--- src/rtl/qrm_pkg.sv ---
// Package for the quaternion to rotation matrix pipeline.
// Widths, payload types and element indices shared by all stage modules.
// No dependencies.
`default_nettype none

package qrm_pkg;

    localparam int IN_W      = 16;  // quaternion component width
    localparam int OUT_W     = 16;  // matrix element width
    localparam int PROD_W    = 32;  // 16x16 product, sign-extended
    localparam int SUM_W     = 33;  // sum of four squares, unsigned
    localparam int NUM_W     = 34;  // signed numerator, 2*(ab-cd) needs 34 bits
    localparam int EPS_W     = 16;
    localparam int EPS_SQ_W  = 32;
    localparam int D_W       = SUM_W + 1;  // divisor 2*S
    localparam int N_ELEM    = 9;

    localparam int E00 = 0;
    localparam int E01 = 1;
    localparam int E02 = 2;
    localparam int E10 = 3;
    localparam int E11 = 4;
    localparam int E12 = 5;
    localparam int E20 = 6;
    localparam int E21 = 7;
    localparam int E22 = 8;

    typedef logic signed [IN_W-1:0]  comp_t;
    typedef logic signed [NUM_W-1:0] num_t;
    typedef logic [OUT_W-1:0]        elem_t;

    typedef struct packed {
        logic [PROD_W-1:0]        xx;
        logic [PROD_W-1:0]        yy;
        logic [PROD_W-1:0]        zz;
        logic [PROD_W-1:0]        ww;
        logic signed [PROD_W-1:0] xy;
        logic signed [PROD_W-1:0] xz;
        logic signed [PROD_W-1:0] yz;
        logic signed [PROD_W-1:0] wx;
        logic signed [PROD_W-1:0] wy;
        logic signed [PROD_W-1:0] wz;
    } prod_t;

    typedef struct packed {
        logic [SUM_W-1:0] s;
        logic             degen;
    } norm_t;

endpackage

`default_nettype wire

--- src/rtl/qrm_out.sv ---
// Last stage: saturate, restore sign, substitute identity when degenerate.
// Holds the output register. Depends on qrm_pkg.
`default_nettype none

module qrm_out
    import qrm_pkg::*;
#(
    parameter int OUT_FRAC_BITS = 14,
    parameter int Q_W           = OUT_FRAC_BITS + 1
)
(
    input  wire logic              clk,
    input  wire logic              rst_n,
    input  wire logic              in_valid,
    output logic                   in_ready,
    input  wire logic              degen_in,
    input  wire logic [Q_W-1:0]    quot     [N_ELEM],
    input  wire logic [N_ELEM-1:0] neg,
    output logic                   out_valid,
    input  wire logic              out_ready,
    output elem_t                  elem     [N_ELEM],
    output logic                   degen_out
);

    localparam int X_W = Q_W + OUT_W + 1;

    logic           valid_reg;
    logic           degen_reg;
    elem_t          elem_reg  [N_ELEM];
    elem_t          elem_next [N_ELEM];
    logic [X_W-1:0] one_x;
    logic [X_W-1:0] mag       [N_ELEM];
    logic [X_W-1:0] sgn       [N_ELEM];

    assign one_x = X_W'(1) << OUT_FRAC_BITS;

    always_comb
    begin
        for (int i = 0; i < N_ELEM; i++)
        begin
            mag[i] = (X_W'(quot[i]) > one_x) ? one_x : X_W'(quot[i]);
            sgn[i] = neg[i] ? (X_W'(0) - mag[i]) : mag[i];
            if (degen_in)
                elem_next[i] = (i % 4 == 0) ? one_x[OUT_W-1:0] : '0;
            else
                elem_next[i] = sgn[i][OUT_W-1:0];
        end
    end

    assign in_ready = !valid_reg || out_ready;

    always_ff @(posedge clk or negedge rst_n)
    begin
        if (!rst_n)
            valid_reg <= 1'b0;
        else if (in_ready)
            valid_reg <= in_valid;
    end

    always_ff @(posedge clk)
    begin
        if (in_valid && in_ready)
        begin
            elem_reg  <= elem_next;
            degen_reg <= degen_in;
        end
    end

    assign out_valid = valid_reg;
    assign elem      = elem_reg;
    assign degen_out = degen_reg;

endmodule

`default_nettype wire

--- config.mk ---
export PLATFORM = sky130hd
export DESIGN_NAME = qrm_out
export DESIGN_NICKNAME = d
export VERILOG_FILES = /design/src/rtl/qrm_pkg.sv /design/src/rtl/qrm_out.sv
export SDC_FILE = /design/constraint.sdc
export NUM_CORES = 1
export LEC_CHECK = 0
export BUFFER_PORTS_ARGS = -buffer_cell sky130_fd_sc_hd__buf_4
export CAP_MARGIN = 0
export CORE_MARGIN = 3
export CORE_UTILIZATION = 46
export DETAILED_ROUTE_END_ITERATION = 8
export PLACE_DENSITY = 0.77
export SYNTH_ARGS = -nofsm -noshare
export SYNTH_HDL_FRONTEND = slang
export SYNTH_SLANG_ARGS = --single-unit
export TNS_END_PERCENT = 10
--- constraint.sdc ---
create_clock -name clk -period 3.9 [get_ports clk]
set_clock_uncertainty 0.1 [all_clocks]
set_input_delay 0.78 -clock clk [delete_from_list [all_inputs] [get_ports clk]]
set_output_delay 0.78 -clock clk [all_outputs]
set_load 0.02 [all_outputs]
==> metrics <==
P per Cell Area=388 nW/um^2; final hold violations=0; setup tns final=0 ns; vias in the first global route=about 7.3k; placed cells=1350; Post-synth EDFFs=between 100 and 150; DRC=0; Peak VDD IR=approximately 0.29 mV; ranking of synthesized cells by area=edfxtp_1 50%, xor2_1 5.4%, nor2_1 3.9%; sequential area share after synthesis=approximately half; die area=20600 um^2; grt total ovfl=0; DRT Pass-1 Iters=4; clock latency on the worst-skew pair=around 0.41 ns; Layout fillers=approximately 1.6k; H-Tree Level Count=4; GRT Total Usage=between 20% and 30%; largest net degree at the start of global routing=about 150; Distinct cells, synth=64; net count after synthesis=1021; detailed-route wire length=24200 um; Vias/cell=roughly 5.7; Routed wire per std cell=roughly 17 um; DR iter-0 viols=437; # port buffers=~300; largest area contributor in the netlist=edfxtp_1; CTS root buffer=clkbuf_16; initial core utilization=around 48%; Post-synth ARST share=0.685%; Setup CP Type=in -> reg; fin. max-slew vios=0; Cell Count, Final, Fillers Out=approximately 1.4k; CTS sink cnt=146; top_reg_cell synth=edfxtp_1; clock tree buffer depth=2; kind of end point of the critical path=register; core box area=18300 um^2; Yosys reg bits=146; mapped cell area=8690 um^2; post-layout net count=about 1.3k; Final Cycle Share=68.8%; CP Max Fanout=7; Synth Warn #=0; via count=slightly below 8k; hold buffers post-CTS=0; most frequent cells in the layout=299 x buf_4, 145 x edfxtp_1, 91 x nor2_1; status=completed; # rows=slightly below 50; Mapped Cells=between 800 and 900; Die X=143 um; gpl congestion=0.912; Routed Antenna Nets=0; initial antenna violation count=1; total power=between 0.004 and 0.005 W; # Max-Cap Violations=0; CP arrival=about 2.7 ns; average size of a mapped cell=10.1 um^2; Setup Viol. Count Final=0; global-route wire length before repair=about 37000 um; clock-pin slew on the worst setup and hold paths=0.06 ns; max FFs per register=~140; Final Util=between 60% and 70%; Detailed Place HPWL=~18000 um; Critical Path RT=roughly 4 ns; Post-CTS Setup Bufs=0; I/O pin count=296; commonest non-fill, non-tap cell in the layout=buf_4; P&R area growth vs syn=35.1%; share of layout cells above drive strength 1=a little over 30%; TritonCTS clock tree=done; Leak=4.72 nW; Resize count post-CTS=0; area share of the largest cell type after synthesis=approximately 50%; post-layout min period=2.68 ns; CP Launch Type=primary input; slew of the pin with the lowest slew margin=a little over 0.8 ns; Achievable Freq=approximately 370 MHz; unrepaired setup endpoints after global routing=false; Hold Path Class=in -> async; Die H=between 100 and 150 um; Slew HR=between 40% and 50%; CTS Buf Count=17
-- stage by stage --
stage                     hold slack, ns  setup slack, ns  instance area [um^2]
after global routing             0.00142             1.13                 11700
final                             0.0248             1.22                 11700
after global placement             0.432            0.843                 11100
after CTS                        0.00602             1.25                 11700
after detailed placement           0.449            0.820                 11100
after floorplan                    0.384            0.482                  8700
-- final cells by class --
type | count | area (um^2) | area share [%]
Multi-Input combinational cell | 644 | 4040 | 34.4
Antenna cell | 1 | 2.50 | 0.0213
Clock inverter | 10 | 181 | 1.54
Inverter | 31 | 116 | 0.991
Tap cell | 229 | 287 | 2.44
Clock buffer | 22 | 474 | 4.04
Sequential cell | 146 | 4380 | 37.3
Timing Repair Buffer | 300 | 2260 | 19.3
-- worst max-delay path: stages --
cell and delay [ns]:
buf_4 0.13, or4_1 0.58, or4_1 0.61, o211ai_1 0.42, a21o_1 0.16, a21oi_1 0.05
-- layer usage --
| metal | GRT usage, % | share of wire (%) | up-vias |
|---|---|---|---|
| li1 | - | - | 3860 |
| met3 | 6.39 | 8.4 | 24 |
| met4 | 7.04 | 1.7 | 0 |
| met2 | 38.1 | 50 | 298 |
| met1 | 28.2 | 40 | 3754 |
| met5 | 0 | 0 | - |
-- cell families (layout without fill, tap and decap cells) --
kind of cell	after synthesis	after routing	share of synthesized area, %
buffers and inverters	73	363	3.18
muxes	5	5	0.590
AOI/OAI and AO/OA	226	226	18.7
xor gates and xnor gates	66	66	6.65
other	0	1	0
adders and majority gates	9	9	1.30
DFF	146	146	50.4
and+or+nand+nor	338	338	19.2
-- synth_stat cells (16+ instances only) --
cell and number:
nor3_1 46, clkbuf_1 37, nor2_1 91, edfxtp_1 145
or4_1 16, nand2_1 81, nand3_1 20, o41ai_1 16
xor2_1 54, a21oi_1 47, o31ai_1 23, inv_1 27
o21ai_0 36
-- where the power goes --
group / internal [W] / total, W / leakage (nW) / switching (W)
logic: 0.000365 / 0.000877 / 2.95 / 0.000512
clock network: 0.00118 / 0.00181 / 0.320 / 0.000622
registers: 0.00185 / 0.00188 / 1.44 / 0.0000284
-- worst paths after layout --
| kind | start | endpoint | slack [ns] | depth (start not counted) |
|---|---|---|---|---|
| max reg2reg | out_valid$_DFFE_PN0N_ | elem[75]$_SDFFCE_PP0P_ | 2.07 | 3 |
| min reg2reg | out_valid$_DFFE_PN0N_ | out_valid$_DFFE_PN0N_ | 0.45 | 2 |
| max in group asynchronous | rst_n | out_valid$_DFFE_PN0N_ | 3.60 | 1 |
| max | quot[107] | elem[126]$_SDFFCE_PP0P_ | 1.22 | 6 |
| min | rst_n | out_valid$_DFFE_PN0N_ | 0.02 | 1 |
| min in group clk | out_valid$_DFFE_PN0N_ | out_valid$_DFFE_PN0N_ | 0.45 | 2 |
(Power assumes the default switching activity.)
