[config.mk]
export PLATFORM = sky130hd
export DESIGN_NAME = qrm_prep
export DESIGN_NICKNAME = d
export VERILOG_FILES = /design/src/rtl/qrm_pkg.sv /design/src/rtl/qrm_prep.sv
export SDC_FILE = /design/constraint.sdc
export NUM_CORES = 1
export LEC_CHECK = 0
export BUFFER_PORTS_ARGS = -buffer_cell sky130_fd_sc_hd__buf_2
export CELL_PAD_IN_SITES_DETAIL_PLACEMENT = 0
export CELL_PAD_IN_SITES_GLOBAL_PLACEMENT = 2
export CORE_AREA = 2 2 318 320
export DETAILED_ROUTE_END_ITERATION = 8
export DIE_AREA = 0 0 320 322
export PLACE_DENSITY = 0.86
export SKIP_LAST_GASP = 1
export SYNTH_ARGS = -nofsm -noshare
export SYNTH_HDL_FRONTEND = slang
export SYNTH_SLANG_ARGS = --single-unit
[constraint.sdc]
create_clock -name clk -period 22.2 [get_ports clk]
set_clock_uncertainty 0.2 [all_clocks]
set_input_delay 2.22 -clock clk [delete_from_list [all_inputs] [get_ports clk]]
set_output_delay 2.22 -clock clk [all_outputs]
set_load 0.03 [all_outputs]
[src/rtl/qrm_pkg.sv]
// Package for the quaternion to rotation matrix pipeline.
// Widths, payload types and element indices shared by all stage modules.
// No dependencies.
`default_nettype none

package qrm_pkg;

    localparam int IN_W      = 16;  // quaternion component width
    localparam int OUT_W     = 16;  // matrix element width
    localparam int PROD_W    = 32;  // 16x16 product, sign-extended
    localparam int SUM_W     = 33;  // sum of four squares, unsigned
    localparam int NUM_W     = 34;  // signed numerator, 2*(ab-cd) needs 34 bits
    localparam int EPS_W     = 16;
    localparam int EPS_SQ_W  = 32;
    localparam int D_W       = SUM_W + 1;  // divisor 2*S
    localparam int N_ELEM    = 9;

    localparam int E00 = 0;
    localparam int E01 = 1;
    localparam int E02 = 2;
    localparam int E10 = 3;
    localparam int E11 = 4;
    localparam int E12 = 5;
    localparam int E20 = 6;
    localparam int E21 = 7;
    localparam int E22 = 8;

    typedef logic signed [IN_W-1:0]  comp_t;
    typedef logic signed [NUM_W-1:0] num_t;
    typedef logic [OUT_W-1:0]        elem_t;

    typedef struct packed {
        logic [PROD_W-1:0]        xx;
        logic [PROD_W-1:0]        yy;
        logic [PROD_W-1:0]        zz;
        logic [PROD_W-1:0]        ww;
        logic signed [PROD_W-1:0] xy;
        logic signed [PROD_W-1:0] xz;
        logic signed [PROD_W-1:0] yz;
        logic signed [PROD_W-1:0] wx;
        logic signed [PROD_W-1:0] wy;
        logic signed [PROD_W-1:0] wz;
    } prod_t;

    typedef struct packed {
        logic [SUM_W-1:0] s;
        logic             degen;
    } norm_t;

endpackage

`default_nettype wire

[src/rtl/qrm_prep.sv]
// Stage 3: splits each numerator into sign and magnitude and builds the
// rounding dividend |num|*2^(F+1) + S over the divisor 2*S. Depends on qrm_pkg.
`default_nettype none

module qrm_prep
    import qrm_pkg::*;
#(
    parameter int OUT_FRAC_BITS = 14,
    parameter int R_W           = OUT_FRAC_BITS + 34
)
(
    input  wire logic           clk,
    input  wire logic           rst_n,
    input  wire logic           in_valid,
    output logic                in_ready,
    input  wire norm_t          norm,
    input  wire num_t           num     [N_ELEM],
    output logic                out_valid,
    input  wire logic           out_ready,
    output logic                degen,
    output logic [D_W-1:0]      divisor,
    output logic [R_W-1:0]      rem     [N_ELEM],
    output logic [N_ELEM-1:0]   neg
);

    logic              valid_reg;
    logic              degen_reg;
    logic [D_W-1:0]    divisor_reg;
    logic [R_W-1:0]    rem_reg  [N_ELEM];
    logic [R_W-1:0]    rem_next [N_ELEM];
    logic [N_ELEM-1:0] neg_reg;
    logic [N_ELEM-1:0] neg_next;
    num_t              abs_v    [N_ELEM];

    always_comb
    begin
        for (int i = 0; i < N_ELEM; i++)
        begin
            neg_next[i] = num[i][NUM_W-1];
            abs_v[i]    = neg_next[i] ? -num[i] : num[i];
            rem_next[i] = (R_W'(abs_v[i][SUM_W-1:0]) << (OUT_FRAC_BITS + 1))
                        + R_W'(norm.s);
        end
    end

    assign in_ready = !valid_reg || out_ready;

    always_ff @(posedge clk or negedge rst_n)
    begin
        if (!rst_n)
            valid_reg <= 1'b0;
        else if (in_ready)
            valid_reg <= in_valid;
    end

    always_ff @(posedge clk)
    begin
        if (in_valid && in_ready)
        begin
            degen_reg   <= norm.degen;
            divisor_reg <= {norm.s, 1'b0};
            rem_reg     <= rem_next;
            neg_reg     <= neg_next;
        end
    end

    assign out_valid = valid_reg;
    assign degen     = degen_reg;
    assign divisor   = divisor_reg;
    assign rem       = rem_reg;
    assign neg       = neg_reg;

endmodule

`default_nettype wire

==> impl_results.md <==
* Run status: finished, final reports clean
* Post-CTS setup buffers at 0
* Relative slew slack at between 30% and 40%
* Worst setup margin at about 16 ns
* Complex-gate fraction of the synthesized area at a little under a fifth
* GP Congestion at about 0.9
* Worst Setup Start Kind: input port
* Tightest Pin Transition at roughly 0.92 ns
* Area post-placement at approximately 0.033 mm^2
* Min-delay worst type: register to register
* Sequential fraction of the synthesis area at a little over a third
* Initial antenna violation count at 34
* Fmax at around 160 MHz
* Overall routed net length at 109000 um
* Root buf cell: clkbuf_16
* Ys async rst share at 0.293%
* Final core occ at 35.3%
* Max reg flops at 312
* Std cell rows at ~120
* R2R setup slack at about 19 ns
* IO Count at 822
* Largest family of logic cells by synthesized area: compound AO/OA/AOI/OAI gates
* Clock Path Buffers at 3
* Minimum hold slack at about 0.35 ns
* Post-Synthesis Net Count at 3537
* Hold_buf cts at 0
* M1 GR Usage at between 20% and 30%
* Average wire per standard cell at 21.7 um
* Area grow syn2layout at 21.1%
* DP Worst Slack at around 15 ns
* Hold EP: out_valid
* Yosys top cell by area: edfxtp_1
* Critical path capture point type: register
* Chip height at between 300 and 400 um
* Layout cells sized above 1 at a little over a quarter
* Critical hold path startpoint: out_valid
* Peak supply drop at about 52 uV
* Pleak at about 14 nW
* Flops & latches, synth at 341
* Crit path DAT at approximately 6.3 ns
* Largest net degree at the start of global routing at 68
* CTS tree: done
* R2R cell count at 4
* Main synth FF type: edfxtp_1
* Vias in the first global route at around 25000
* Kind of critical path: input port to register
* Yosys cell types at between 90 and 100
* Total power at approximately 2.5 mW
* Met3 Usage GRT at around 4.2%
* H-tree depth at 2
* Final ANT Viol Nets at 0
* Initial Utilization at ~29%
* Placed cell count at approximately 5000
* Final setup viols at 0
* Xor and xnor fraction of the mapped netlist area at 15.8%
* Fin area at between 0.03 and 0.04 mm^2
* Final worst path period need at 6.13 ns
* EDFF count, synth at 340
* Port Buffer Count at 820
* PwrDens at a little over 70 mW/mm^2
* Die width at 320 um
* Core area at approximately 0.1 mm^2
* Area contributors post-synth: edfxtp_1 (35%), xnor2_1 (11%), ha_1 (7.5%)
* # nets final at 4196
* Synth Area in Simple Gates at 16.7%
* Pins Over Slew Limit at 0
* Mux cell area share after synthesis at less than 1%
* Most frequent cell after synthesis: xnor2_1
* Clock Latency Late Sink at slightly above 0.6 ns
* M2 GR Usage at between 30 and 40%
* Required time of the critical path at 22.37 ns
* RR Endpoint: rem[15]
* RSZ-0062 raised after global routing: false
* Yosys warns at 0
* Detailed router's first-iteration violation count at 2105
* Final hold vios at 0
* Clk pin slew, worst setup/hold paths at 0.06 ns
* Worst Hold Path Cells at 2
* DIE AREA at approximately 0.10 mm^2
* DRC Markers at 0
* Synthesized instance count at between 3000 and 4000
* Via density at approximately 5.2
* # clock sinks at approximately 340
* Synth top area share at roughly a third
* Adder-Cell Fraction of Synth Area at just over 8%
* Grt ovf at 0
* Total GRT Usage at around a fifth
* Crit share post-route at 27.6%
* Max Fanout on Critical Path at 13
* Mapped cell area at 0.0290 mm^2
* Total CTS buffers at 47
* Post-cts sizing count at 0
* Average cell area after synthesis at around 9.6 um^2
* Max-Cap Viols at 0
* DP HPWL at 83900 um
* First-pass detailed-route iteration total at 6
* Reg-to-Reg Start: out_valid
* Post-Layout Cell Count at 5024
* Top post-synthesis cells by count: xnor2_1 (359), edfxtp_1 (340), nand2_1 (188)
* Global routing's busiest layer: met2
* First-pass GRT wire length at approximately 160000 um
* Final TNS setup at 0 ns
* Via Count at around 26000
## how the worst max path moves through the flow
stage                   start       end  slack (ns)  depth (start not counted)
global placement      num[40]   rem[95]       15.51                         14
global route           num[0]   rem[47]       15.69                         14
floorplan           out_ready     degen       10.97                          2
detailed placement    num[40]   rem[95]       15.47                         14
finish               num[182]  rem[282]       16.07                         14
CTS                   num[40]   rem[95]       16.14                         14
## metal layers
layer	vias up	wire, um	part of all wire (%)
met5	-	107	0.098
li1	12600	-	-
met2	910	51400	47
met3	171	6810	6.2
met1	12500	47100	43
met4	18	3710	3.4
## logic make-up after synthesis
| group | count (synthesis) |
|---|---|
| simple gates | 892 |
| flops | 341 |
| buf+inv | 299 |
| mux | 1 |
| compound gates | 773 |
| xor+xnor | 522 |
| fa+ha+maj | 182 |
| other cells | 1 |
## cell type report
type	count	area, um^2
antenna	20	50.0
clock buffer	51	1210
clock inverter	34	392
fill	10200	64500
inverter	76	285
multi-input combinational	2371	17100
sequential	341	10200
tap	1298	1620
timing repair buffer	833	4200
## where the power goes
group          total, mW  switching, mW  internal, mW  leakage [nW]
Clock              0.807          0.320         0.486         0.779
Sequential         0.842         0.0247         0.817          3.25
Combinational      0.883          0.585         0.298          9.55
Total               2.53          0.930          1.60          13.6
## cells in the final DEF (no fill, tap or decap), types with 85 or more instances in the layout
master    instances
xor2_1          163
nor2_1          168
nand2_1         188
xnor2_1         359
o31ai_1          91
o21ai_0         177
edfxtp_1        340
buf_2           820
a21oi_1         133
nor3_1           85
ha_1            173
## worst max-delay path, cell delays in order
cell and delay (ns):
buf_2 0.12, nor4_1 0.51, nand4_1 0.64, o31ai_1 0.46, xnor2_1 0.16, ha_1 0.28, and3_1 0.18, a2111oi_0 0.70
nand2_1 0.11, o2111ai_1 0.16, o21bai_1 0.21, nor3_1 0.18, a21boi_0 0.20, xnor2_1 0.16
Power figures use the tool's default switching activity.
