[config.mk]
export PLATFORM = sky130hd
export DESIGN_NAME = qrm_div_step
export DESIGN_NICKNAME = d
export VERILOG_FILES = /design/src/rtl/qrm_pkg.sv /design/src/rtl/qrm_div_step.sv
export SDC_FILE = /design/constraint.sdc
export NUM_CORES = 2
export LEC_CHECK = 0
export BUFFER_PORTS_ARGS = -buffer_cell sky130_fd_sc_hd__buf_2
export CAP_MARGIN = 0
export CORE_AREA = 2 2 476 478
export CTS_CLUSTER_DIAMETER = 60
export DETAILED_ROUTE_END_ITERATION = 12
export DIE_AREA = 0 0 478 480
export GPL_ROUTABILITY_DRIVEN = 0
export PLACE_DENSITY = 0.43
export SYNTH_ARGS = -nofsm -noshare
export SYNTH_HDL_FRONTEND = slang
export SYNTH_SLANG_ARGS = --single-unit
[constraint.sdc]
create_clock -name clk -period 15.76 [get_ports clk]
set_input_delay 1.576 -clock clk [delete_from_list [all_inputs] [get_ports clk]]
set_output_delay 1.576 -clock clk [all_outputs]
set_load 0.02 [all_outputs]
[src/rtl/qrm_pkg.sv]
// Package for the quaternion to rotation matrix pipeline.
// Widths, payload types and element indices shared by all stage modules.
// No dependencies.
`default_nettype none

package qrm_pkg;

    localparam int IN_W      = 16;  // quaternion component width
    localparam int OUT_W     = 16;  // matrix element width
    localparam int PROD_W    = 32;  // 16x16 product, sign-extended
    localparam int SUM_W     = 33;  // sum of four squares, unsigned
    localparam int NUM_W     = 34;  // signed numerator, 2*(ab-cd) needs 34 bits
    localparam int EPS_W     = 16;
    localparam int EPS_SQ_W  = 32;
    localparam int D_W       = SUM_W + 1;  // divisor 2*S
    localparam int N_ELEM    = 9;

    localparam int E00 = 0;
    localparam int E01 = 1;
    localparam int E02 = 2;
    localparam int E10 = 3;
    localparam int E11 = 4;
    localparam int E12 = 5;
    localparam int E20 = 6;
    localparam int E21 = 7;
    localparam int E22 = 8;

    typedef logic signed [IN_W-1:0]  comp_t;
    typedef logic signed [NUM_W-1:0] num_t;
    typedef logic [OUT_W-1:0]        elem_t;

    typedef struct packed {
        logic [PROD_W-1:0]        xx;
        logic [PROD_W-1:0]        yy;
        logic [PROD_W-1:0]        zz;
        logic [PROD_W-1:0]        ww;
        logic signed [PROD_W-1:0] xy;
        logic signed [PROD_W-1:0] xz;
        logic signed [PROD_W-1:0] yz;
        logic signed [PROD_W-1:0] wx;
        logic signed [PROD_W-1:0] wy;
        logic signed [PROD_W-1:0] wz;
    } prod_t;

    typedef struct packed {
        logic [SUM_W-1:0] s;
        logic             degen;
    } norm_t;

endpackage

`default_nettype wire

[src/rtl/qrm_div_step.sv]
// One restoring division step for all nine elements: settles quotient bit BIT.
// Depends on qrm_pkg.
`default_nettype none

module qrm_div_step
    import qrm_pkg::*;
#(
    parameter int OUT_FRAC_BITS = 14,
    parameter int R_W           = OUT_FRAC_BITS + 34,
    parameter int Q_W           = OUT_FRAC_BITS + 1,
    parameter int BIT           = 0
)
(
    input  wire logic              clk,
    input  wire logic              rst_n,
    input  wire logic              in_valid,
    output logic                   in_ready,
    input  wire logic              degen_in,
    input  wire logic [D_W-1:0]    divisor_in,
    input  wire logic [R_W-1:0]    rem_in   [N_ELEM],
    input  wire logic [Q_W-1:0]    quot_in  [N_ELEM],
    input  wire logic [N_ELEM-1:0] neg_in,
    output logic                   out_valid,
    input  wire logic              out_ready,
    output logic                   degen_out,
    output logic [D_W-1:0]         divisor_out,
    output logic [R_W-1:0]         rem_out  [N_ELEM],
    output logic [Q_W-1:0]         quot_out [N_ELEM],
    output logic [N_ELEM-1:0]      neg_out
);

    logic              valid_reg;
    logic              degen_reg;
    logic [D_W-1:0]    divisor_reg;
    logic [R_W-1:0]    rem_reg   [N_ELEM];
    logic [R_W-1:0]    rem_next  [N_ELEM];
    logic [Q_W-1:0]    quot_reg  [N_ELEM];
    logic [Q_W-1:0]    quot_next [N_ELEM];
    logic [N_ELEM-1:0] neg_reg;
    logic [R_W:0]      dsh;
    logic [R_W:0]      trial     [N_ELEM];

    assign dsh = (R_W+1)'(divisor_in) << BIT;

    always_comb
    begin
        for (int i = 0; i < N_ELEM; i++)
        begin
            trial[i] = (R_W+1)'(rem_in[i]) - dsh;
            if (!trial[i][R_W])
            begin
                rem_next[i]  = trial[i][R_W-1:0];
                quot_next[i] = quot_in[i] | (Q_W'(1) << BIT);
            end
            else
            begin
                rem_next[i]  = rem_in[i];
                quot_next[i] = quot_in[i];
            end
        end
    end

    assign in_ready = !valid_reg || out_ready;

    always_ff @(posedge clk or negedge rst_n)
    begin
        if (!rst_n)
            valid_reg <= 1'b0;
        else if (in_ready)
            valid_reg <= in_valid;
    end

    always_ff @(posedge clk)
    begin
        if (in_valid && in_ready)
        begin
            degen_reg   <= degen_in;
            divisor_reg <= divisor_in;
            rem_reg     <= rem_next;
            quot_reg    <= quot_next;
            neg_reg     <= neg_in;
        end
    end

    assign out_valid   = valid_reg;
    assign degen_out   = degen_reg;
    assign divisor_out = divisor_reg;
    assign rem_out     = rem_reg;
    assign quot_out    = quot_reg;
    assign neg_out     = neg_reg;

endmodule

`default_nettype wire

==> reports/qor.yml <==
global_route:
  grt_use_total_pct: 18.7
  grt_max_degree: 145
  first_global_vias: 38100
  grt-ovfl-total: 0
  grt_pass1_wl_um: 304000
  antenna_found_initial: 103
synth:
  ys.flop_type: "edfxtp_1"
  yosys_warnings: 0
  synth_area_leaders: "edfxtp_1 44%, ha_1 9.2%, a21oi_1 5.2%, xnor2_1 4.1%, xor2_1 4.1%"
  synth.top_cell.area_share_pct: 44.1
  synth_top_cell_by_area: "edfxtp_1"
  syn_inst: 4221
  ys_seq_area_share_pct: 44.1
  synth_edf_count: 611
  avgSynthCellArea_um2: 9.87
  ys_types: 82
  ys_seq_elements: 612
  async_flop_share_pct: 0.163
  synth.net_count: 5151
  synthesis.area_um2: 41700
cells_and_area:
  nets: 6375
  drive_gt1_share_pct: 27.8
  multiInputGateArea_um2: 22300
  area_growth_pct: 31.6
  area.sequential_um2: 18400
  nFillCells: 24400
  utilization_pct: 24.5
cts:
  cts_setup_buffers: 0
  cts_buffers: 99
  cts_resized: 0
  clock_sinks: 612
  root_buffer: "clkbuf_16"
  clk_pin_slew_ns: 0.06
  cts_buffer_depth: 3
  cts_max_level: 3
  cts_hold_buf: 0
  insertion_delay_ns: 0.76
  tritoncts: "done"
timing:
  finalWorstSetupSlack_ns: 9.98
  finalCritPeriodShare_pct: 36.7
  hold_viol_final: 0
  fin_crit_ns: 5.78
  maxSlewHeadroom_pct: 20.3
  drv_slew: 0
  tns_ns: 0
  fmax_mhz: 173
  rsz0062_at_grt: "no"
  finClkSkew_ns: 0.0624
  setup_violations: 0
  worst_slew_pin_slew_ns: 1.17
drt:
  drt-wirelength-per-cell_um: 26.3
  drtPass1Iterations: 6
  postRouteAntennaNets: 0
  vias: 39800
  drcViolationCount: 0
  wl_um: 226000
  vias_per_cell: 4.64
  drtIter0Drc: 3010
die:
  rows: 174
  initial_core_util_pct: 18.6
  fp.coreArea_um2: 224000
  pin_count: 1228
  dieArea_um2: 229000
  dieWidth_um: 478
  die_y_um: 480
hold_path:
  holdCritPathClass: "in2async"
critical_path:
  cp.required_ns: 16.24
  reg2reg_slack_ns: 12.23
  worstPathArrival_ns: 6.26
  path_max_fanout: 50
  crit_path_start_kind: "primary input"
  worstReg2RegStart: "out_valid$_DFFE_PN0N_"
  r2r_end: "quot_out[102]$_DFFE_PP_"
  critPathKind: "in2reg"
  cp-end-kind: "flop"
  worstRegToRegCells: 4
place:
  pre_cts_slack_ns: 9.21
  portBuffers: 1227
  dp_hpwl_um: 180000
power:
  power.density_nw_per_um2: 107
  power.leakage_nw: 22.2
  ir_drop_mv: 0.0850
status:
  outcome: "completed"
job:
  cap_viol_max_count: 0
==> worst max path at each step <==
stage                             start                    end  slack, ns  depth (start not counted)
final                     divisor_in[0]  rem_out[15]$_DFFE_PP_       9.98                         13
after global routing      divisor_in[0]  rem_out[15]$_DFFE_PP_       9.79                         13
after CTS                 divisor_in[0]  rem_out[15]$_DFFE_PP_      10.05                         13
after detailed placement  divisor_in[0]  rem_out[10]$_DFFE_PP_       9.21                         13
after global placement    divisor_in[0]  rem_out[11]$_DFFE_PP_       9.29                         13
after floorplan               out_ready    degen_out$_DFFE_PP_       5.95                          2
==> cell families after synthesis <==
kind of cell | count (synthesis) | synth area share [%]
and+or+nand+nor | 1328 | 15.5
AOI/OAI and AO/OA | 1275 | 19.0
DFF | 612 | 44.1
xor gates and xnor gates | 390 | 8.20
adders and majority gates | 315 | 9.62
buffers and inverters | 259 | 2.46
muxes | 42 | 1.12
==> registers in the layout (all words and copies together) (netlist names) <==
name	flops
quot_out	135
neg_out	9
out_valid	1
degen_out	1
rem_out	432
divisor_out	34
==> critical path, stage by stage <==
cell	delay, ns
buf_2	0.10
buf_4	0.22
ha_1	0.28
fa_1	0.40
nand2b_1	0.18
a21oi_1	0.23
o21ai_1	0.15
a2111o_1	0.44
a2111oi_0	1.04
o21bai_1	0.25
nand2_2	0.38
buf_4	0.54
mux2_2	0.40
==> layout make-up <==
class | instances | share of cell area (%)
clock inverters | 67 | 1.49
clock buffers | 117 | 4.66
multi-input cells | 3350 | 40.6
repair buffers | 1271 | 11.8
diodes | 56 | 0.256
inverters | 111 | 0.760
flip-flops and latches | 612 | 33.5
well taps | 2992 | 6.83
==> layout by cell type, fill, tap and decap left out, types with 14 or more instances in the layout <==
| master | count |
|---|---|
| inv_1 | 78 |
| nand2b_1 | 71 |
| nor2_1 | 348 |
| mux2_2 | 36 |
| o211ai_1 | 45 |
| a31oi_1 | 36 |
| or2_2 | 18 |
| clkbuf_1 | 17 |
| buf_2 | 1227 |
| and3_1 | 33 |
| o21ai_0 | 295 |
| nor4_1 | 42 |
| o21a_1 | 43 |
| o21bai_1 | 32 |
| or4_1 | 18 |
| diode_2 | 56 |
| nor2b_1 | 43 |
| or3_1 | 59 |
| xor2_1 | 193 |
| o31a_1 | 14 |
| a211oi_1 | 36 |
| edfxtp_1 | 611 |
| inv_2 | 32 |
| a21o_1 | 157 |
| nand2_1 | 371 |
| o31ai_1 | 36 |
| nor3_1 | 92 |
| ha_1 | 306 |
| buf_4 | 42 |
| nand3_1 | 87 |
| xnor2_1 | 197 |
| clkbuf_16 | 99 |
| a21oi_1 | 430 |
| a21boi_0 | 18 |
| nand4_1 | 62 |
| and2_1 | 17 |
| inv_6 | 15 |
| a2111oi_0 | 14 |
==> through the flow <==
step | instance area (um^2) | cells | hold slack (ns) | power (mW)
after global placement | 51300 | 8336 | 0.627 | 3.66
after detailed placement | 51300 | 8336 | 0.605 | 3.65
after floorplan | 41700 | 4221 | 0.782 | 3.01
final | 54800 | 8576 | 0.609 | 5.88
after global routing | 54800 | 8555 | 0.547 | 6.16
after CTS | 54700 | 8520 | 0.535 | 5.97
==> report_power, final <==
group | total [mW] | switching, mW | internal, mW
Clock | 2.26 | 0.949 | 1.31
Sequential | 2.05 | 0.0526 | 2.00
Combinational | 1.57 | 1.04 | 0.529
==> metal layers <==
metal  track usage (%)  up-vias  wire length [um]
li1                  -    18500                 -
met1              21.0    19100             85200
met2              32.6     1777            111000
met3              5.81      370             19100
met4              7.97       42             10100
met5                 0        -               240
==> synthesized netlist by cell type, types with 62 or more instances <==
library cell  number
ha_1             306
nand2_1          374
inv_1            111
nor3_1            92
nand4_1           62
nand3_1           87
xor2_1           193
a21oi_1          430
a21o_1           157
nand2b_1          71
o21ai_0          295
clkbuf_1         127
edfxtp_1         611
nor2_1           349
xnor2_1          197
Note: power is estimated with default switching activity, not from simulation.
